===== config.mk =====
export PLATFORM = sky130hd
export DESIGN_NAME = keyboard_scancode_translator_unit
export DESIGN_NICKNAME = d
export VERILOG_FILES = /design/src/hdl/kst_pkg.sv /design/src/hdl/kst_buffer_ram.sv /design/src/hdl/keyboard_scancode_translator_unit.sv
export SDC_FILE = /design/constraint.sdc
export NUM_CORES = 1
export LEC_CHECK = 0
export ABC_CLOCK_PERIOD_IN_PS = 11950
export BUFFER_PORTS_ARGS = -buffer_cell sky130_fd_sc_hd__buf_4
export CAP_MARGIN = 20
export CELL_PAD_IN_SITES_DETAIL_PLACEMENT = 1
export CELL_PAD_IN_SITES_GLOBAL_PLACEMENT = 2
export CORE_MARGIN = 1.5
export CORE_UTILIZATION = 44
export CTS_CLUSTER_SIZE = 40
export DETAILED_ROUTE_END_ITERATION = 10
export GPL_TIMING_DRIVEN = 0
export MAX_ROUTING_LAYER = met4
export PLACE_DENSITY_LB_ADDON = 0.1
export SLEW_MARGIN = 25
export SYNTH_ARGS = -nofsm -noshare
export SYNTH_HDL_FRONTEND = slang
export SYNTH_SLANG_ARGS = --single-unit

===== constraint.sdc =====
create_clock -name clock -period 11.95 [get_ports clock]
set_input_delay 0 -clock clock [delete_from_list [all_inputs] [get_ports clock]]
set_output_delay 0 -clock clock [all_outputs]
set_load 0.05 [all_outputs]

===== src/hdl/kst_pkg.sv =====
// Shared types, key codes and the key translation ROMs of the scancode translator.
// No dependencies; imported by the top level.
`timescale 1ns / 1ps
`default_nettype none

package kst_pkg;

   // compose buffer geometry
   localparam int BUF_DEPTH  = 5;
   localparam int BUF_ADDR_W = $clog2(BUF_DEPTH);
   localparam int BUF_CNT_W  = $clog2(BUF_DEPTH + 1);

   typedef logic [BUF_ADDR_W-1:0] buf_addr_type;
   typedef logic [BUF_CNT_W-1:0]  buf_count_type;

   // key codes (press form; release adds the up flag)
   localparam logic [7:0] UP_FLAG  = 8'h80;
   localparam logic [7:0] K_LCTRL  = 8'd2;
   localparam logic [7:0] K_RCTRL  = 8'd85;
   localparam logic [7:0] K_LSHIFT = 8'd5;
   localparam logic [7:0] K_RSHIFT = 8'd4;
   localparam logic [7:0] K_CAPS   = 8'd3;
   localparam logic [7:0] K_LALT   = 8'd83;
   localparam logic [7:0] K_RALT   = 8'd84;
   localparam logic [7:0] K_NUM    = 8'd106;

   // character handling constants
   localparam logic [7:0] CASE_BIT   = 8'h20;
   localparam logic [7:0] CTRL_MASK  = 8'h1f;
   localparam logic [7:0] ASCII_LO_A = 8'h61;
   localparam logic [7:0] ASCII_LO_Z = 8'h7a;
   localparam logic [7:0] ASCII_UP_X = 8'h58;

   // result codes
   localparam logic       DEST_KEYBOARD = 1'b0;
   localparam logic       DEST_LED      = 1'b1;
   localparam logic [1:0] KIND_PLAIN    = 2'd0;
   localparam logic [1:0] KIND_PAIR     = 2'd1;
   localparam logic [1:0] KIND_HEX      = 2'd2;

   typedef enum logic [2:0] {
      PH_IDLE   = 3'd0,
      PH_FIRST  = 3'd1,
      PH_SECOND = 3'd2,
      PH_HEX_1  = 3'd3,
      PH_HEX_2  = 3'd4,
      PH_HEX_3  = 3'd5,
      PH_HEX_4  = 3'd6
   } compose_phase_type;

   typedef enum logic [1:0] {
      JOB_CHAR    = 2'd0,
      JOB_LED     = 2'd1,
      JOB_COMPOSE = 2'd2
   } job_kind_type;

   // one scancode's worth of pending output
   typedef struct packed {
      job_kind_type  kind;
      buf_count_type len;
      logic [1:0]    compose_kind;
      logic [7:0]    val0;
      logic [7:0]    val1;
   } job_desc_type;

   // LED command pair: {byte0, byte1}
   function automatic logic [15:0] led_command(input logic [10:0] extra,
                                               input logic num, input logic caps);
      logic [10:0] b;
      logic [7:0]  byte0;
      logic [7:0]  byte1;
      b     = {extra[10:2], caps, num};
      byte0 = {1'b0, b[1], b[0], 1'b0, 1'b1, b[10], b[9], 1'b0};
      byte1 = {2'b00, b[5:2], 2'b01};
      return {byte0, byte1};
   endfunction

   // key ROM: bit 8 marks an unused key; shifted selects the shifted table
   function automatic logic [8:0] key_rom(input logic [6:0] key, input logic shifted);
      logic [7:0] p;
      logic [7:0] s;
      logic       nk;
      nk = 1'b0;
      p  = 8'h00;
      s  = 8'h00;
      unique case (key)
         7'd0:   begin p = 8'h00; s = 8'h00; end
         7'd1:   begin p = 8'h01; s = 8'h01; end
         7'd2:   begin p = 8'h02; s = 8'h02; end
         7'd3:   begin p = 8'h03; s = 8'h03; end
         7'd4:   begin p = 8'h04; s = 8'h04; end
         7'd5:   begin p = 8'h05; s = 8'h05; end
         7'd6:   begin p = 8'h1b; s = 8'h1b; end
         7'd7:   begin p = 8'h31; s = 8'h21; end
         7'd8:   begin p = 8'h09; s = 8'h09; end
         7'd9:   begin p = 8'h71; s = 8'h51; end
         7'd10:  begin p = 8'h61; s = 8'h41; end
         7'd11:  begin p = 8'h73; s = 8'h53; end
         7'd12:  begin p = 8'h0c; s = 8'h0c; end
         7'd13:  begin p = 8'h32; s = 8'h40; end
         7'd14:  begin p = 8'h33; s = 8'h23; end
         7'd15:  begin p = 8'h77; s = 8'h57; end
         7'd16:  begin p = 8'h65; s = 8'h45; end
         7'd17:  begin p = 8'h64; s = 8'h44; end
         7'd18:  begin p = 8'h66; s = 8'h46; end
         7'd19:  begin p = 8'h7a; s = 8'h5a; end
         7'd20:  begin p = 8'h78; s = 8'h58; end
         7'd21:  begin p = 8'h34; s = 8'h24; end
         7'd22:  begin p = 8'h35; s = 8'h25; end
         7'd23:  begin p = 8'h72; s = 8'h52; end
         7'd24:  begin p = 8'h74; s = 8'h54; end
         7'd25:  begin p = 8'h67; s = 8'h47; end
         7'd26:  begin p = 8'h68; s = 8'h48; end
         7'd27:  begin p = 8'h63; s = 8'h43; end
         7'd28:  begin p = 8'h76; s = 8'h56; end
         7'd29:  begin p = 8'h36; s = 8'h5e; end
         7'd30:  begin p = 8'h37; s = 8'h26; end
         7'd31:  begin p = 8'h79; s = 8'h59; end
         7'd32:  begin p = 8'h75; s = 8'h55; end
         7'd33:  begin p = 8'h6a; s = 8'h4a; end
         7'd34:  begin p = 8'h6b; s = 8'h4b; end
         7'd35:  begin p = 8'h62; s = 8'h42; end
         7'd36:  begin p = 8'h6e; s = 8'h4e; end
         7'd37:  begin p = 8'h38; s = 8'h2a; end
         7'd38:  begin p = 8'h39; s = 8'h28; end
         7'd39:  begin p = 8'h69; s = 8'h49; end
         7'd40:  begin p = 8'h6f; s = 8'h4f; end
         7'd41:  begin p = 8'h6c; s = 8'h4c; end
         7'd42:  begin p = 8'h3b; s = 8'h3a; end
         7'd43:  begin p = 8'h6d; s = 8'h4d; end
         7'd44:  begin p = 8'h2c; s = 8'h3c; end
         7'd45:  begin p = 8'h30; s = 8'h29; end
         7'd46:  begin p = 8'h2d; s = 8'h5f; end
         7'd47:  begin p = 8'h70; s = 8'h50; end
         7'd48:  begin p = 8'h5b; s = 8'h7b; end
         7'd49:  begin p = 8'h27; s = 8'h22; end
         7'd50:  begin p = 8'h0a; s = 8'h0a; end
         7'd51:  begin p = 8'h2e; s = 8'h3e; end
         7'd52:  begin p = 8'h2f; s = 8'h3f; end
         7'd53:  begin p = 8'h3d; s = 8'h2b; end
         7'd54:  begin p = 8'h60; s = 8'h7e; end
         7'd55:  begin p = 8'h5d; s = 8'h7d; end
         7'd56:  begin p = 8'h5c; s = 8'h7c; end
         7'd57:  begin p = 8'h31; s = 8'h31; end
         7'd58:  begin p = 8'h30; s = 8'h30; end
         7'd59:  begin p = 8'h3b; s = 8'h3b; end
         7'd60:  begin p = 8'h08; s = 8'h08; end
         7'd61:  begin p = 8'h7f; s = 8'h7f; end
         7'd62:  begin p = 8'h34; s = 8'h34; end
         7'd63:  begin p = 8'h32; s = 8'h32; end
         7'd64:  begin p = 8'h33; s = 8'h33; end
         7'd65:  begin p = 8'h2e; s = 8'h2e; end
         7'd66:  begin p = 8'h37; s = 8'h37; end
         7'd67:  begin p = 8'h38; s = 8'h38; end
         7'd68:  begin p = 8'h35; s = 8'h35; end
         7'd69:  begin p = 8'h36; s = 8'h36; end
         7'd70:  begin p = 8'h46; s = 8'h46; end
         7'd71:  begin p = 8'h47; s = 8'h47; end
         7'd72:  begin p = 8'h80; s = 8'h80; end
         7'd73:  begin p = 8'h80; s = 8'h80; end
         7'd74:  begin p = 8'h39; s = 8'h39; end
         7'd75:  begin p = 8'h2d; s = 8'h2d; end
         7'd76:  begin p = 8'h4c; s = 8'h4c; end
         7'd77:  begin p = 8'h4d; s = 8'h4d; end
         7'd78:  begin p = 8'h4e; s = 8'h4e; end
         7'd79:  begin p = 8'h80; s = 8'h80; end
         7'd81:  begin p = 8'h0a; s = 8'h0a; end
         7'd82:  begin p = 8'h20; s = 8'h20; end
         7'd83:  begin p = 8'h53; s = 8'h53; end
         7'd84:  begin p = 8'h54; s = 8'h54; end
         7'd85:  begin p = 8'h55; s = 8'h55; end
         7'd106: begin p = 8'h6a; s = 8'h6a; end
         7'd107: begin p = 8'h2f; s = 8'h2f; end
         7'd108: begin p = 8'h2a; s = 8'h2a; end
         7'd109: begin p = 8'h2b; s = 8'h2b; end
         7'd110: begin p = 8'h6e; s = 8'h6e; end
         default: nk = 1'b1;
      endcase
      return {nk, shifted ? s : p};
   endfunction

endpackage

`default_nettype wire


===== src/hdl/kst_buffer_ram.sv =====
// Generic single-write, single-read synchronous RAM with registered read data.
// No dependencies; holds the compose key buffer for the top level.
`timescale 1ns / 1ps
`default_nettype none

module kst_buffer_ram #(
   parameter int WIDTH  = 8,
   parameter int DEPTH  = 5,
   parameter int ADDR_W = $clog2(DEPTH)
) (
   input  wire logic              clock,
   input  wire logic              wr_en,
   input  wire logic [ADDR_W-1:0] wr_addr,
   input  wire logic [WIDTH-1:0]  wr_data,
   input  wire logic              rd_en,
   input  wire logic [ADDR_W-1:0] rd_addr,
   output logic      [WIDTH-1:0]  rd_data
);

   logic [WIDTH-1:0] mem [DEPTH];

   // write port
   always_ff @(posedge clock) begin
      if (wr_en) begin
         mem[wr_addr] <= wr_data;
      end
   end

   // read port; data holds until the next read
   always_ff @(posedge clock) begin
      if (rd_en) begin
         rd_data <= mem[rd_addr];
      end
   end

endmodule

`default_nettype wire


===== src/hdl/keyboard_scancode_translator_unit.sv =====
// Keyboard scancode translator: modifier/lock tracking, key ROM lookup, compose capture.
// First result path: job register, pending stage, then the output register.
// Throughput: one result per cycle unless the output stalls; a new scancode waits for the
// last result of the job before it, so those with zero or one result go in every cycle.
// Compose keys pass through the buffer RAM (one read port), one entry per unstalled cycle.
// Reset (synchronous): clears modifiers, locks, compose phase and all valids; RAM untouched.
`timescale 1ns / 1ps
`default_nettype none

module keyboard_scancode_translator_unit
   import kst_pkg::*;
(
   input  wire logic        clock,
   input  wire logic        reset,
   input  wire logic        req_valid,
   output logic             req_stall,
   input  wire logic [7:0]  req_scancode,
   output logic             rsp_valid,
   input  wire logic        rsp_stall,
   output logic             rsp_destination,
   output logic [7:0]       rsp_value,
   output logic [1:0]       rsp_compose_kind,
   output logic             rsp_last,
   input  wire logic        csr_write_enable,
   input  wire logic [10:0] csr_write_data
);

   // state registers
   logic [10:0]       led_extra_ff;
   logic              shift_held_ff, shift_held_in;
   logic              control_held_ff, control_held_in;
   logic              caps_on_ff, caps_on_in;
   logic              num_on_ff, num_on_in;
   compose_phase_type compose_phase_ff, compose_phase_in;

   // emitter job
   logic          job_active_ff, job_active_in;
   job_desc_type  job_ff, job_in;
   buf_addr_type  job_idx_ff, job_idx_in;

   // pending stage (RAM read data stage)
   logic       pend_valid_ff, pend_valid_in;
   logic       pend_dest_ff;
   logic [1:0] pend_kind_ff;
   logic       pend_last_ff;
   logic       pend_from_mem_ff;
   logic [7:0] pend_val_ff;

   // output register
   logic       rsp_valid_ff, rsp_valid_in;
   logic       rsp_dest_ff;
   logic [7:0] rsp_value_ff;
   logic [1:0] rsp_kind_ff;
   logic       rsp_last_ff;

   logic         req_accept;
   logic         pend_move;
   logic         issue;
   logic         issue_last;
   logic         mem_we;
   buf_addr_type mem_waddr;
   logic [7:0]   mem_wdata;
   logic [7:0]   mem_q;

   logic [8:0]  rom_word;
   logic [7:0]  ch_case;
   logic [7:0]  ch;
   logic [15:0] led_pair;

   // pipeline flow control
   assign pend_move  = pend_valid_ff && (!rsp_valid_ff || !rsp_stall);
   assign issue      = job_active_ff && (!pend_valid_ff || pend_move);
   assign issue_last = issue && (buf_count_type'(job_idx_ff) == job_ff.len - buf_count_type'(1));
   assign req_stall  = job_active_ff && !issue_last;
   assign req_accept = req_valid && !req_stall;

   // key lookup and character shaping
   always_comb begin
      rom_word = key_rom(req_scancode[6:0], shift_held_ff);
      if (caps_on_ff && rom_word[7:0] >= ASCII_LO_A && rom_word[7:0] <= ASCII_LO_Z) begin
         ch_case = rom_word[7:0] & ~CASE_BIT;
      end else begin
         ch_case = rom_word[7:0];
      end
      ch = control_held_ff ? (ch_case & CTRL_MASK) : ch_case;
   end

   // scancode decode: state update, buffer write and job setup
   always_comb begin
      shift_held_in    = shift_held_ff;
      control_held_in  = control_held_ff;
      caps_on_in       = caps_on_ff;
      num_on_in        = num_on_ff;
      compose_phase_in = compose_phase_ff;
      mem_we           = 1'b0;
      mem_waddr        = '0;
      mem_wdata        = ch;
      led_pair         = '0;
      job_in           = '{kind: JOB_CHAR, len: '0, compose_kind: KIND_PLAIN,
                           val0: ch, val1: 8'h00};
      job_in.len       = '0;
      if (req_accept) begin
         priority if (req_scancode == K_LCTRL || req_scancode == K_RCTRL) begin
            control_held_in = 1'b1;
         end else if (req_scancode == (UP_FLAG | K_LCTRL) ||
                      req_scancode == (UP_FLAG | K_RCTRL)) begin
            control_held_in = 1'b0;
         end else if (req_scancode == K_LSHIFT || req_scancode == K_RSHIFT) begin
            shift_held_in = 1'b1;
         end else if (req_scancode == (UP_FLAG | K_LSHIFT) ||
                      req_scancode == (UP_FLAG | K_RSHIFT)) begin
            shift_held_in = 1'b0;
         end else if (req_scancode == K_NUM) begin
            num_on_in   = !num_on_ff;
            led_pair    = led_command(led_extra_ff, !num_on_ff, caps_on_ff);
            job_in.kind = JOB_LED;
            job_in.len  = buf_count_type'(2);
            job_in.val0 = led_pair[15:8];
            job_in.val1 = led_pair[7:0];
         end else if (req_scancode == K_CAPS) begin
            caps_on_in  = !caps_on_ff;
            led_pair    = led_command(led_extra_ff, num_on_ff, !caps_on_ff);
            job_in.kind = JOB_LED;
            job_in.len  = buf_count_type'(2);
            job_in.val0 = led_pair[15:8];
            job_in.val1 = led_pair[7:0];
         end else if (req_scancode == K_LALT || req_scancode == K_RALT) begin
            compose_phase_in = PH_FIRST;
         end else if (req_scancode[7] || rom_word[8]) begin
            // other releases and unused keys: nothing
         end else begin
            unique case (compose_phase_ff)
               PH_FIRST: begin
                  mem_we           = 1'b1;
                  mem_waddr        = buf_addr_type'(0);
                  compose_phase_in = (ch == ASCII_UP_X) ? PH_HEX_1 : PH_SECOND;
               end
               PH_SECOND: begin
                  mem_we              = 1'b1;
                  mem_waddr           = buf_addr_type'(1);
                  compose_phase_in    = PH_IDLE;
                  job_in.kind         = JOB_COMPOSE;
                  job_in.len          = buf_count_type'(2);
                  job_in.compose_kind = KIND_PAIR;
               end
               PH_HEX_1, PH_HEX_2, PH_HEX_3: begin
                  mem_we           = 1'b1;
                  mem_waddr        = buf_addr_type'(compose_phase_ff - 3'd2);
                  compose_phase_in = compose_phase_type'(compose_phase_ff + 3'd1);
               end
               PH_HEX_4: begin
                  mem_we              = 1'b1;
                  mem_waddr           = buf_addr_type'(4);
                  compose_phase_in    = PH_IDLE;
                  job_in.kind         = JOB_COMPOSE;
                  job_in.len          = buf_count_type'(5);
                  job_in.compose_kind = KIND_HEX;
               end
               default: begin
                  // no sequence, or the unreachable phase
                  compose_phase_in = PH_IDLE;
                  job_in.len       = buf_count_type'(1);
               end
            endcase
         end
      end
   end

   // job tracking
   always_comb begin
      job_active_in = job_active_ff;
      job_idx_in    = job_idx_ff;
      if (issue) begin
         job_idx_in = buf_addr_type'(job_idx_ff + buf_addr_type'(1));
      end
      if (issue_last) begin
         job_active_in = 1'b0;
      end
      if (req_accept && job_in.len != '0) begin
         job_active_in = 1'b1;
         job_idx_in    = '0;
      end
   end

   assign pend_valid_in = issue ? 1'b1 : (pend_move ? 1'b0 : pend_valid_ff);
   assign rsp_valid_in  = pend_move ? 1'b1 : (rsp_valid_ff && rsp_stall);

   // control registers
   always_ff @(posedge clock) begin
      if (reset) begin
         led_extra_ff     <= '0;
         shift_held_ff    <= 1'b0;
         control_held_ff  <= 1'b0;
         caps_on_ff       <= 1'b0;
         num_on_ff        <= 1'b0;
         compose_phase_ff <= PH_IDLE;
         job_active_ff    <= 1'b0;
         job_idx_ff       <= '0;
         pend_valid_ff    <= 1'b0;
         rsp_valid_ff     <= 1'b0;
      end else begin
         if (csr_write_enable) begin
            led_extra_ff <= csr_write_data;
         end
         shift_held_ff    <= shift_held_in;
         control_held_ff  <= control_held_in;
         caps_on_ff       <= caps_on_in;
         num_on_ff        <= num_on_in;
         compose_phase_ff <= compose_phase_in;
         job_active_ff    <= job_active_in;
         job_idx_ff       <= job_idx_in;
         pend_valid_ff    <= pend_valid_in;
         rsp_valid_ff     <= rsp_valid_in;
      end
   end

   // payload registers
   always_ff @(posedge clock) begin
      if (req_accept && job_in.len != '0) begin
         job_ff <= job_in;
      end
      if (issue) begin
         pend_dest_ff     <= (job_ff.kind == JOB_LED) ? DEST_LED : DEST_KEYBOARD;
         pend_kind_ff     <= job_ff.compose_kind;
         pend_last_ff     <= issue_last;
         pend_from_mem_ff <= (job_ff.kind == JOB_COMPOSE);
         pend_val_ff      <= job_idx_ff[0] ? job_ff.val1 : job_ff.val0;
      end
      if (pend_move) begin
         rsp_dest_ff  <= pend_dest_ff;
         rsp_value_ff <= pend_from_mem_ff ? mem_q : pend_val_ff;
         rsp_kind_ff  <= pend_kind_ff;
         rsp_last_ff  <= pend_last_ff;
      end
   end

   // compose key buffer
   kst_buffer_ram #(
      .WIDTH (8),
      .DEPTH (BUF_DEPTH)
   ) u_buffer (
      .clock   (clock),
      .wr_en   (mem_we),
      .wr_addr (mem_waddr),
      .wr_data (mem_wdata),
      .rd_en   (issue && job_ff.kind == JOB_COMPOSE),
      .rd_addr (job_idx_ff),
      .rd_data (mem_q)
   );

   assign rsp_valid        = rsp_valid_ff;
   assign rsp_destination  = rsp_dest_ff;
   assign rsp_value        = rsp_value_ff;
   assign rsp_compose_kind = rsp_kind_ff;
   assign rsp_last         = rsp_last_ff;

endmodule

`default_nettype wire

# Yosys cells after proc, flatten, opt, wreduce, memory -nomap -nowiden

Memory sizes are Yosys's and may differ from the RTL's. A register that Yosys moved wholly into a read port is not among the register bits.
Index checks and enable logic that the tools add are counted.

Add/sub/neg operators: 4
$lt $le $gt $ge: 2
Equal/unequal tests: 112
Multiplexer cells: 60
Bitwise operators: 7
Reductions and logical operators: 73

Operators with widths:

| operator                                                              | number |
|---|---|
| 8-bit case mux with 76 select lines                                   | 1 |
| 8-bit case mux with 70 select lines                                   | 1 |
| 7-bit by 6-bit equality test with 1-bit output, second input constant | 32 |
| 7-bit equality test, second input constant                            | 26 |
| 7-bit by 5-bit equality test with 1-bit output, second input constant | 16 |
| 21-bit two-way mux                                                    | 5 |
| 90-bit OR reduction                                                   | 1 |
| 2-bit OR reduction                                                    | 29 |
| 7-bit by 4-bit equality test with 1-bit output, second input constant | 8 |
| 8-bit by 7-bit equality test with 1-bit output, second input constant | 5 |
| 3-bit two-way mux                                                     | 11 |
| 8-bit equality test, second input constant                            | 4 |
| 16-bit two-way mux                                                    | 2 |
| 8-bit two-way mux                                                     | 4 |
| 7-bit by 3-bit equality test with 1-bit output, second input constant | 4 |
| 1-bit two-way mux                                                     | 24 |
| 6-bit two-way mux                                                     | 3 |
| 3-bit case mux with 3 select lines                                    | 2 |
| 8-bit by 2-bit equality test with 1-bit output, second input constant | 2 |
| 8-bit by 3-bit equality test with 1-bit output, second input constant | 2 |
| 7-bit by 2-bit equality test with 1-bit output, second input constant | 2 |
| 6-bit OR reduction                                                    | 2 |
| 1-bit logical AND                                                     | 10 |
| 3-bit equality test, second input constant                            | 3 |
| 31 further kinds                                                      | 59 |

Register bits after elaboration: 72
Bits in writable memories: 40
Input port bits: 24
Output and inout port bits: 14
Logic and storage cells: 285
Memories kept: 1

Memory list:

| name         | words | width | read ports | clocked after Yosys merged registers in | wr ports | line                 | source |
|---|---|---|---|---|---|---|---|
| u_buffer.mem | 5     | 8     | 1          | 1                                       | 1        | kst_buffer_ram.sv:20 | `logic [WIDTH-1:0] mem [DEPTH];` |

# Longest topological paths before layout

Gate-level depths: netlist (run 1).

Word-level depth: 19
Depth in mapped cells: 15
Depth with buffers taken out: 11

# Cells and area by module

A second synthesis (run 1) with hierarchy kept.

Cells, all modules: 783
Area total of the unflattened synthesis: 7,562.3 um^2

Modules (own cells, without submodules):

| module                            | instances | cells an instance | area each (um^2) | sequential area each (um^2) |
|---|---|---|---|---|
| keyboard_scancode_translator_unit | 1         | 681               | 5,711.7          | 1,701.6 |
| kst_buffer_ram                    | 1         | 102               | 1,850.5          | 1,441.4 |

# Worst setup path after synthesis (run 1)

No wires, ideal clock.

Path type: reg2reg
Start: register rsp_valid_ff, in the netlist rsp_valid
End: memory u_buffer.mem[2][0], enable pin
Library setup time: 420 ps
Data arrival time: 3,960 ps
Required time: 11,530 ps
Setup slack: 7,570 ps
Stages on the path, launching flop included: 10
Buffers on the path: 1
Period minus slack after synthesis: 4,380 ps
Cells stage by stage: dfxtp_1 -> nand3_1 -> and2_1 -> clkbuf_1 -> and4_1 -> o221ai_1 -> or2_2 -> nor2_2 -> nand4_2 -> a2111oi_0

Cells in the longest elaborated chain, start to end: 13
Elaborated cells on any way between the ends: 14
Those cells by class: 4 x mux; 10 x reduce/logical

Ends and longest elaborated chain:

| element                                 | line                                     | source |
|---|---|---|
| start, declared                         | keyboard_scancode_translator_unit.sv:50  | `logic rsp_valid_ff, rsp_valid_in;` |
| start signal, assigned                  | keyboard_scancode_translator_unit.sv:213 | `rsp_valid_ff <= rsp_valid_in;` |
| 1-bit zero test (*)                     | keyboard_scancode_translator_unit.sv:71  | `assign pend_move = pend_valid_ff && (!rsp_valid_ff \|\| !rsp_stall);` |
| 1-bit logical OR (*)                    | keyboard_scancode_translator_unit.sv:71  |  |
| 1-bit logical AND (*)                   | keyboard_scancode_translator_unit.sv:71  |  |
| 1-bit logical OR (*)                    | keyboard_scancode_translator_unit.sv:72  | `assign issue = job_active_ff && (!pend_valid_ff \|\| pend_move);` |
| 1-bit logical AND (*)                   | keyboard_scancode_translator_unit.sv:72  |  |
| named net issue                         | keyboard_scancode_translator_unit.sv:58  | `logic issue;` |
| 1-bit logical AND (*)                   | keyboard_scancode_translator_unit.sv:73  | `assign issue_last = issue && (buf_count_type'(job_idx_ff) == job_ff.len - buf_count_type'(1));` |
| named net issue_last                    | keyboard_scancode_translator_unit.sv:59  | `logic issue_last;` |
| 1-bit zero test (*)                     | keyboard_scancode_translator_unit.sv:74  | `assign req_stall = job_active_ff && !issue_last;` |
| 1-bit logical AND (*)                   | keyboard_scancode_translator_unit.sv:74  |  |
| 1-bit zero test (*)                     | keyboard_scancode_translator_unit.sv:75  | `assign req_accept = req_valid && !req_stall;` |
| 1-bit logical AND (*)                   | keyboard_scancode_translator_unit.sv:75  |  |
| 1-bit two-way mux                       | keyboard_scancode_translator_unit.sv:102 | `if (req_accept) begin` |
| 1-bit two-way mux                       | kst_buffer_ram.sv:24                     | `if (wr_en) begin` |
| 1-bit two-way mux (not written as such) | kst_buffer_ram.sv:25                     | `mem[wr_addr] <= wr_data;` |
| end, declared                           | kst_buffer_ram.sv:20                     |  |

The timed path passes the listed nets; every way through them passes the cells marked *.

# Worst setup path after layout (run 1)

Same ends and word-level chain as after synthesis.

==> run summary, run 1 <==
status = completed
Crit Path Class = register to register
Pleak = 2.753 nW
clock share of power = 32.1%
crit path time final = 4.542 ns
Max Cap Viol = 0
Worst path max stage delay = 0.87 ns
Setup TNS Final = 0 ns
First DRT Iteration DRCs = 816
CTS tree = built
die height = 131.7 um
TritonCTS Sinks = 111
vias in the first global route = 7045
Core Box Area = 16000 sq um
switching share of power = 30.15%
unrepaired setup endpoints after global routing = no
slowest CP cell = a2111oi_2
DIE AREA = 17330 sq um
ANT cells = 0
Layout area overhead = 11.94%
sequential cell area = 3143 sq um
Starting Density = 45.52%
gr ovfl total = 0
# fillers = 1851
gr usage total = 36.24%
register area share after synthesis = 43.15%
crit end category = register
CTS Buf Count = 9
post-cts sizing count = 0
Remaining DRCs = 0
layout cell share with drive strength beyond 1 = 20.54%
GPL Wtd Cong = 1.127
PortBufs = 26
CTS Root Cell = clkbuf_16
Die W = 131.7 um
async set or reset register ratio after synthesis = 0%
io pins = 38
Post-DP HPWL = 22570 um
initial antenna violation count = 0
pin count of the biggest net entering global routing = 24
Hold Path Class = input port to register
NetSw = 0.2792 mW
Ys Warns = 0
H-tree lvl count = 3
num rows = 46
crit path cell chain = nand3_1 -> and2_1 -> clkbuf_1 -> and4_1 -> o221ai_1 -> or2_2 -> nor2_2 -> nand4_2 -> a2111oi_2 -> buf_2
crit start category = register
Mapped Area = 7283 sq um
combinational share of power = 20.4%
clk_lat worst skew = 0.36 ns
CTS max path bufs = 2
multi-input logic area = 3697 sq um
slew margin rel. = 27.99%
worst-path fanout max = 17
number of synthesized register bits = 111
Pint = 0.6469 mW
Peak VDD IR = 0.09159 mV
Via density = 7.020
Final ANT Viol Nets = 0
postcts setup bufs = 0
Post-synth top flop = edfxtp_1
vias = 6950
nets = 795
Final Max Slew Viols = 0
flop-to-flop setup slack = 7.41 ns
Fin. Hold Viols = 0
EDFF count, synth = 92
Final Power = 0.9261 mW
final WL = 30060 um
slew of the pin with the lowest slew margin = 1.070 ns
WP buf/inv = 2
syn_nets = 749
sequential fraction of design power = 47.5%
Synth Area per Inst = 10.07 sq um
synthesized instance count = 723
Worst EP arrival = 4.59 ns
WL per Instance = 30.36 um
Distinct cells, synth = 99
fin crit share = 38.01%
fmax = 220.2 MHz
1st-pass router iterations = 5
Clock Skew = 0.01628 ns
first-pass GRT wire length = 45400 um
CP Data Required Time = 12.00 ns
final setup vio count = 0
Power per Cell Area = 113.6 nW/um^2
CP delay by family, top = simple AND/OR/NAND/NOR gates
fin util = 50.95%
clock-pin slew on the worst setup and hold paths = 0.08 ns
tightest hold or removal path, delay by kind of cell:
kind,cells,cell delay [ns]
compound gates,1,0.07
buf+inv,1,0.08
simple gates,1,0.18
power by group through the flow:
stage	clock [mW]	sequential (mW)	combinational (mW)
2_1_floorplan	0	0.450	0.111
3_3_place_gp	0	0.447	0.176
3_5_place_dp	0	0.448	0.179
4_1_cts	0.305	0.440	0.182
5_1_grt	0.317	0.441	0.196
6_report	0.297	0.440	0.189
cell usage in the layout, fill, tap and decap left out, drive strengths merged, types with 5 or more instances in the layout:
cell          n
dlygate4sd3   7
o211a         5
o21ai        33
xor2          8
or3b          5
nand2        44
nor3         27
nor2         57
buf          77
o22ai         9
a221oi        5
and2         10
a22oi         5
nor4bb        5
nand4b        5
o211ai        9
clkbuf       28
mux2         21
nor2b        29
o31ai         5
dfxtp        19
a31oi         9
o32a          5
nor3b        11
mux4          8
xnor2         8
a211oi        6
nand3        18
or3           5
mux2i         9
edfxtp       92
a21oi        39
nand4        13
and3          7
or2          11
nand2b       10
inv          17
nor4         12
area by class of cell:
class | instances | share of cell area, %
clock buffer | 10 | 2.931
buffer | 67 | 5.080
clock inverter | 6 | 0.7060
multi-input combinational | 530 | 45.35
tap | 216 | 3.315
timing repair buffer | 35 | 3.376
inverter | 15 | 0.6906
sequential | 111 | 38.55
synth_stat cells (all sizes together), types with 18 or more instances:
cell type | number | share of area [%]
nand2 | 44 | 2.3
clkbuf | 18 | 0.94
nand3 | 18 | 1.3
o21ai | 33 | 2.3
dfxtp | 19 | 5.2
mux2 | 21 | 3.2
buf | 49 | 4.7
nor3 | 27 | 1.9
a21oi | 39 | 2.7
nor2b | 29 | 2.5
nor2 | 57 | 3.0
edfxtp | 92 | 38
sequential cells by signal, summed over array words and instances, names as in the netlist, 2 cells and up:
name,flops
compose_phase_ff,3
job_ff,19
job_idx_ff,3
led_extra_ff,6
pend_kind_ff,2
pend_val_ff,8
rsp_compose_kind,2
rsp_value,8
u_buffer.mem,40
u_buffer.rd_data,8
metrics by stage:
| step | cells | setup slack (ns) | area, sq um | hold slack, ns |
|---|---|---|---|---|
| 6_report | 990 | 7.408 | 8153 | 0.02832 |
| 5_1_grt | 990 | 7.154 | 8153 | 0.04895 |
| 4_1_cts | 990 | 7.446 | 8153 | 0.02424 |
| 3_5_place_dp | 967 | 7.539 | 7786 | 0.2487 |
| 3_3_place_gp | 965 | 5.958 | 7749 | 0.2332 |
| 2_1_floorplan | 723 | 7.570 | 7283 | 0.1388 |
routing by layer:
| metal | GRT usage, % | part of all wire (%) | wire length [um] |
|---|---|---|---|
| met1 | 43.22 | 38 | 11390 |
| met3 | 8.372 | 9.4 | 2813 |
| met4 | 21.73 | 7.1 | 2135 |
| met2 | 56.02 | 46 | 13720 |
| met5 | - | 0 | 0 |
kinds of logic (layout without fill, tap and decap cells):
kind of cell               Yosys count  count (layout)  synth area share [%]
AOI/OAI and AO/OA                  185             185                 18.38
adders and majority gates            2               2                0.3435
DFF                                111             111                 43.15
buffers and inverters               82             133                 6.459
muxes                               38              38                 6.958
xor gates and xnor gates            16              16                 2.027
and+or+nand+nor                    289             289                 22.68
worst paths after layout:
kind	start	depth (start not counted)	endpoint
worst max-delay path	rsp_valid	10	u_buffer.mem[2][0]
worst min-delay path	req_valid	3	control_held_ff
worst max register to register	rsp_valid	10	u_buffer.mem[2][0]
worst min register to register	pend_last_ff	0	rsp_last
what timing repair did:
action / in CTS / in global routing
endpoints found under the setup margin: 0 / 0
endpoints found under the hold margin: 8 / 0
hold buffers: 7 / 0
Power figures use the tool's default switching activity.
==> run 2: changes to the inputs <==
Settings changed: ABC_CLOCK_PERIOD_IN_PS 11950 to 4400, CORE_UTILIZATION 44 to 41.
Clock period 11.95 ns to 4.4 ns, I/O delays scaled along.
==> run 2 against run 1 <==
Critical endpoint is now u_buffer.mem[0][5]. Critical path depth down 1. Core utilization fell by 3.9 points. Clock-buffer cell count is the same. Final cell count increased by 0.91%. Fmax increased by 9.2%. Cell area grew 0.12%.
==> run summary, run 2 (synthesized netlist as in run 1, its figures left out) <==
status = completed
Pleak = 2.749 nW
H-tree lvl count = 3
io pins = 38
fin crit share = 94.55%
Max Cap Viol = 0
Layout area overhead = 12.08%
Clock Skew = 0.008172 ns
DIE AREA = 18570 sq um
Final Max Slew Viols = 0
CP Depth = 9
unrepaired setup endpoints after global routing = no
Worst Reg-to-Reg Cells = 9
gr usage total = 36.08%
# fillers = 1942
Fin. Hold Viols = 0
GPL Wtd Cong = 1.102
ANT cells = 0
pin count of the biggest net entering global routing = 20
worst-path fanout max = 17
Largest register FFs = 40
pre-CTS setup slack = 0.1217 ns
WP buf/inv = 1
Final ANT Viol Nets = 0
crit path time final = 4.160 ns
Power per Cell Area = 306.9 nW/um^2
Core Box Area = 17360 sq um
crit path cell chain = nand3_1 -> and2_1 -> and4_1 -> o221ai_1 -> or2_2 -> nor2_2 -> nand4_2 -> a2111oi_2 -> buf_2
Worst path max stage delay = 0.77 ns
Crit Path Class = register to register
Peak VDD IR = 0.2447 mV
Biggest register = u_buffer.mem
final WL = 31830 um
Remaining DRCs = 0
vias in the first global route = 6991
CTS Buf Count = 9
Via density = 6.784
die height = 136.3 um
most frequent cells in the layout = edfxtp_1 (92), nor2_1 (56), nand2_1 (44)
hold depth = 3
crit end category = register
num rows = 48
Starting Density = 41.96%
TritonCTS Sinks = 111
CP Data Required Time = 4.45 ns
final setup vio count = 0
WL per Instance = 31.86 um
final std cell area, no fill = 8163 sq um
biggest regs = u_buffer.mem: 40 flops, job_ff: 19 flops
CP delay by family, top = simple AND/OR/NAND/NOR gates
crit start category = register
slew of the pin with the lowest slew margin = 0.9045 ns
DP Area = 7806 sq um
PortBufs = 26
Final Power = 2.505 mW
nets = 795
initial antenna violation count = 0
fmax = 240.4 MHz
vias = 6777
First DRT Iteration DRCs = 756
CTS Root Cell = clkbuf_16
Post-DP HPWL = 24430 um
Hold Path Class = input port to register
Die W = 136.3 um
1st-pass router iterations = 5
CTS tree = built
CTS max path bufs = 2
gr ovfl total = 0
slew margin rel. = 39.07%
smallest hold slack = 0.04094 ns
Final Worst Setup Slack = 0.2399 ns
first-pass GRT wire length = 46000 um
most common cell after layout, fill and taps aside = edfxtp_1
slowest CP cell = a2111oi_2
clock-pin slew on the worst setup and hold paths = 0.07 ns
clk_lat worst skew = 0.36 ns
layout cell share with drive strength beyond 1 = 20.80%
Worst EP arrival = 4.21 ns
-- run 2: worst min-delay path: cells and delay by family --
family                 cells  cell delay [ns]
AOI/OAI and AO/OA          1             0.08
buffers and inverters      1             0.08
and+or+nand+nor            1             0.19
-- run 2: layer usage --
layer / global-route usage (%) / share of wire, % / routed length [um]
met4: 21.93 / 6.8 / 2150
met2: 59.43 / 48 / 15360
met3: 5.817 / 7.1 / 2258
met5: - / 0 / 0
met1: 41.21 / 38 / 12060
-- run 2: stage by stage --
| stage | cells | setup TNS, ns | utilization (%) |
|---|---|---|---|
| floorplan | 723 | 0 | - |
| global placement | 974 | -22.27 | 44.71 |
| detailed placement | 977 | 0 | 44.98 |
| CTS | 1000 | 0 | 47.05 |
| global route | 999 | 0 | 47.03 |
| finish | 999 | 0 | 47.03 |
-- run 2: path summary, 6_finish.rpt --
check,startpoint,to,slack [ns]
min reg2reg,pend_kind_ff[1],rsp_compose_kind[1],0.42
max reg2reg,rsp_valid,u_buffer.mem[0][5],0.24
max,rsp_valid,u_buffer.mem[0][5],0.24
min,req_valid,control_held_ff,0.04
-- run 2: cell type report --
type / count / area (sq um) / share of cell area (%)
buffer: 66 / 410.4 / 5.028
clock buffer: 10 / 239.0 / 2.928
clock inverter: 6 / 51.30 / 0.6284
inverter: 15 / 56.30 / 0.6898
multi-input combinational: 530 / 3695 / 45.26
sequential: 111 / 3143 / 38.50
tap: 225 / 281.5 / 3.449
timing repair buffer: 36 / 286.5 / 3.510
-- run 2: timing repair --
action                     CTS  global route
hold endpoints to repair     7             0
hold buffers                 7             0
buffers inserted             0             0
setup endpoints to repair    0            19
resized for setup            0             0
-- run 2: report_power, final --
part | switching, mW | leakage (nW) | internal (mW)
clock | 0.388 | 0.139 | 0.409
combinational | 0.350 | 1.63 | 0.163
sequential | 0.0156 | 0.985 | 1.18
==> run 3: changes to the inputs <==
Settings changed: CELL_PAD_IN_SITES_DETAIL_PLACEMENT 1 to unset, CELL_PAD_IN_SITES_GLOBAL_PLACEMENT 2 to unset, CORE_UTILIZATION 41 to 45, PLACE_DENSITY_LB_ADDON 0.1 to unset.
==> run 3 against run 2 <==
Register-to-register slack improved by 0.06 ns. Setup slack improved by 0.062 ns. Flip-flop and latch count unchanged. Critical path depth unchanged. Largest cell class unchanged. Highest routed layer unchanged.
==> run summary, run 3 (synthesized netlist as in run 1, its figures left out) <==
gr ovfl total = 0
flop-to-flop setup slack = 0.30 ns
Die W = 130.2 um
Crit Path Class = register to register
Worst EP arrival = 4.15 ns
slowest CP cell = a2111oi_2
unrepaired setup endpoints after global routing = no
Hold Path Class = input port to register
final setup vio count = 0
CTS Root Cell = clkbuf_16
Peak VDD IR = 0.2608 mV
slew margin rel. = 29.57%
H-tree lvl count = 3
TritonCTS Sinks = 111
final std cell area, no fill = 8164 sq um
Placed Cells = 969
CTS max path bufs = 2
Worst Reg-to-Reg Cells = 9
clk_lat worst skew = 0.35 ns
DP Area = 7797 sq um
WL met3 = 4346 um
Remaining DRCs = 0
CP Data Required Time = 4.45 ns
Worst path max stage delay = 0.81 ns
vias in the first global route = 6544
hold depth = 3
pre-CTS setup slack = -0.04481 ns
routed wl met2 = 12620 um
biggest regs = u_buffer.mem: 40 flops, job_ff: 19 flops
RR Startpoint = job_idx_ff[2]
status = completed
Largest register FFs = 40
num rows = 46
non-filler cells, final = 992
crit path time final = 4.098 ns
Clock Skew = 0.01038 ns
Max Cap Viol = 0
final WL = 30840 um
die height = 130.2 um
Routed met1 length = 12070 um
worst-path fanout max = 10
gr usage total = 37.72%
layout cell share with drive strength beyond 1 = 20.52%
crit end category = register
PortBufs = 26
Final Max Slew Viols = 0
GPL Wtd Cong = 1.075
DIE AREA = 16960 sq um
fin crit share = 93.14%
pin count of the biggest net entering global routing = 19
RR Endpoint = u_buffer.mem[0][7]
io pins = 38
CTS tree = built
Max Used Layer = met4
Final Worst Setup Slack = 0.3018 ns
Post-DP HPWL = 22590 um
fin util = 51.58%
most common cell after layout, fill and taps aside = edfxtp_1
fmax = 244.0 MHz
WL per Instance = 31.09 um
Final Power = 2.535 mW
Hold Startpoint = req_valid
Layout area overhead = 12.09%
Endpoint, Worst Hold = control_held_ff
most frequent cells in the layout = edfxtp_1 (92), nor2_1 (56), nand2_1 (44)
crit path cell chain = clkbuf_1 -> xnor2_1 -> and4_1 -> o221ai_1 -> or2_2 -> nor2_2 -> nand4_2 -> a2111oi_2 -> buf_2
1st-pass router iterations = 7
Fin. Hold Viols = 0
Via density = 7.083
postcts setup bufs = 0
Pleak = 2.763 nW
Final ANT Viol Nets = 0
CTS Buf Count = 9
Biggest register = u_buffer.mem
nets = 796
first-pass GRT wire length = 43890 um
clock-pin slew on the worst setup and hold paths = 0.07 ns
vias = 7026
Power per Cell Area = 310.5 nW/um^2
slew of the pin with the lowest slew margin = 1.054 ns
Core Box Area = 15830 sq um
crit start category = register
First DRT Iteration DRCs = 1311
Starting Density = 46.02%
initial antenna violation count = 0
==> run 3: cell count changes in the layout (fill, tap and decap cells not counted), sizes merged <==
| cell | before | now |
|---|---|---|
| inv | 16 | 15 |
| clkinv | 3 | 6 |
| buf | 78 | 79 |
| bufinv | 0 | 1 |
| clkinvlp | 2 | 0 |
| diode | 0 | 1 |
| clkbuf | 27 | 26 |
==> run 3: metal layers <==
layer,vias up,GRT usage (%)
met1,3368,50.60
met4,0,16.86
met2,630,50.68
met3,152,13.28
met5,-,-
li1,2876,-
==> run 3: per-stage QoR <==
step	hold slack, ns	setup TNS [ns]
floorplan	0.1388	0
global placement	0.2408	-21.25
global route	0.04894	0
detailed placement	0.2560	-0.2233
CTS	0.02830	0
finish	0.03823	0
==> run 3: worst max-delay path, delay by kind of cell (launching register included) <==
kind / cells / cell delay (ns)
simple gates: 4 / 1.21
flops: 1 / 0.32
xor+xnor: 1 / 0.20
compound gates: 2 / 1.12
buf+inv: 2 / 0.95
==> run 3: area by class of cell <==
class	instances	area, sq um
inverters	15	56.30
repair buffers	37	297.8
multi-input cells	530	3687
diodes	1	2.502
well taps	216	270.3
clock buffers	9	225.2
flip-flops and latches	111	3143
fillers	1406	7664
clock inverters	7	71.32
plain buffers	66	410.4
==> run 3: how the worst max path moves through the flow <==
stage	start	to	slack [ns]	depth (start not counted)
floorplan	rsp_valid	u_buffer.mem[2][0]	0.02	9
global placement	rsp_valid	u_buffer.mem[0][0]	-1.16	9
detailed placement	rsp_valid	u_buffer.mem[0][7]	-0.04	10
CTS	rsp_valid	u_buffer.mem[0][5]	0.20	9
global route	job_idx_ff[2]	u_buffer.mem[0][5]	0.15	9
finish	job_idx_ff[2]	u_buffer.mem[0][7]	0.30	9
==> run 3: repair_timing <==
action / in CTS / in global routing
resized for setup: 0 / 1
endpoints found under the setup margin: 12 / 13
hold endpoints to repair: 8 / 0
hold buffers: 7 / 0
==> run 3: power by group <==
group          switching (mW)  total [mW]  leakage [nW]  internal, mW
registers              0.0124        1.19         0.985          1.18
logic                   0.362       0.527          1.63         0.164
clock network           0.372       0.816         0.147         0.444
total                   0.747        2.53          2.76          1.79
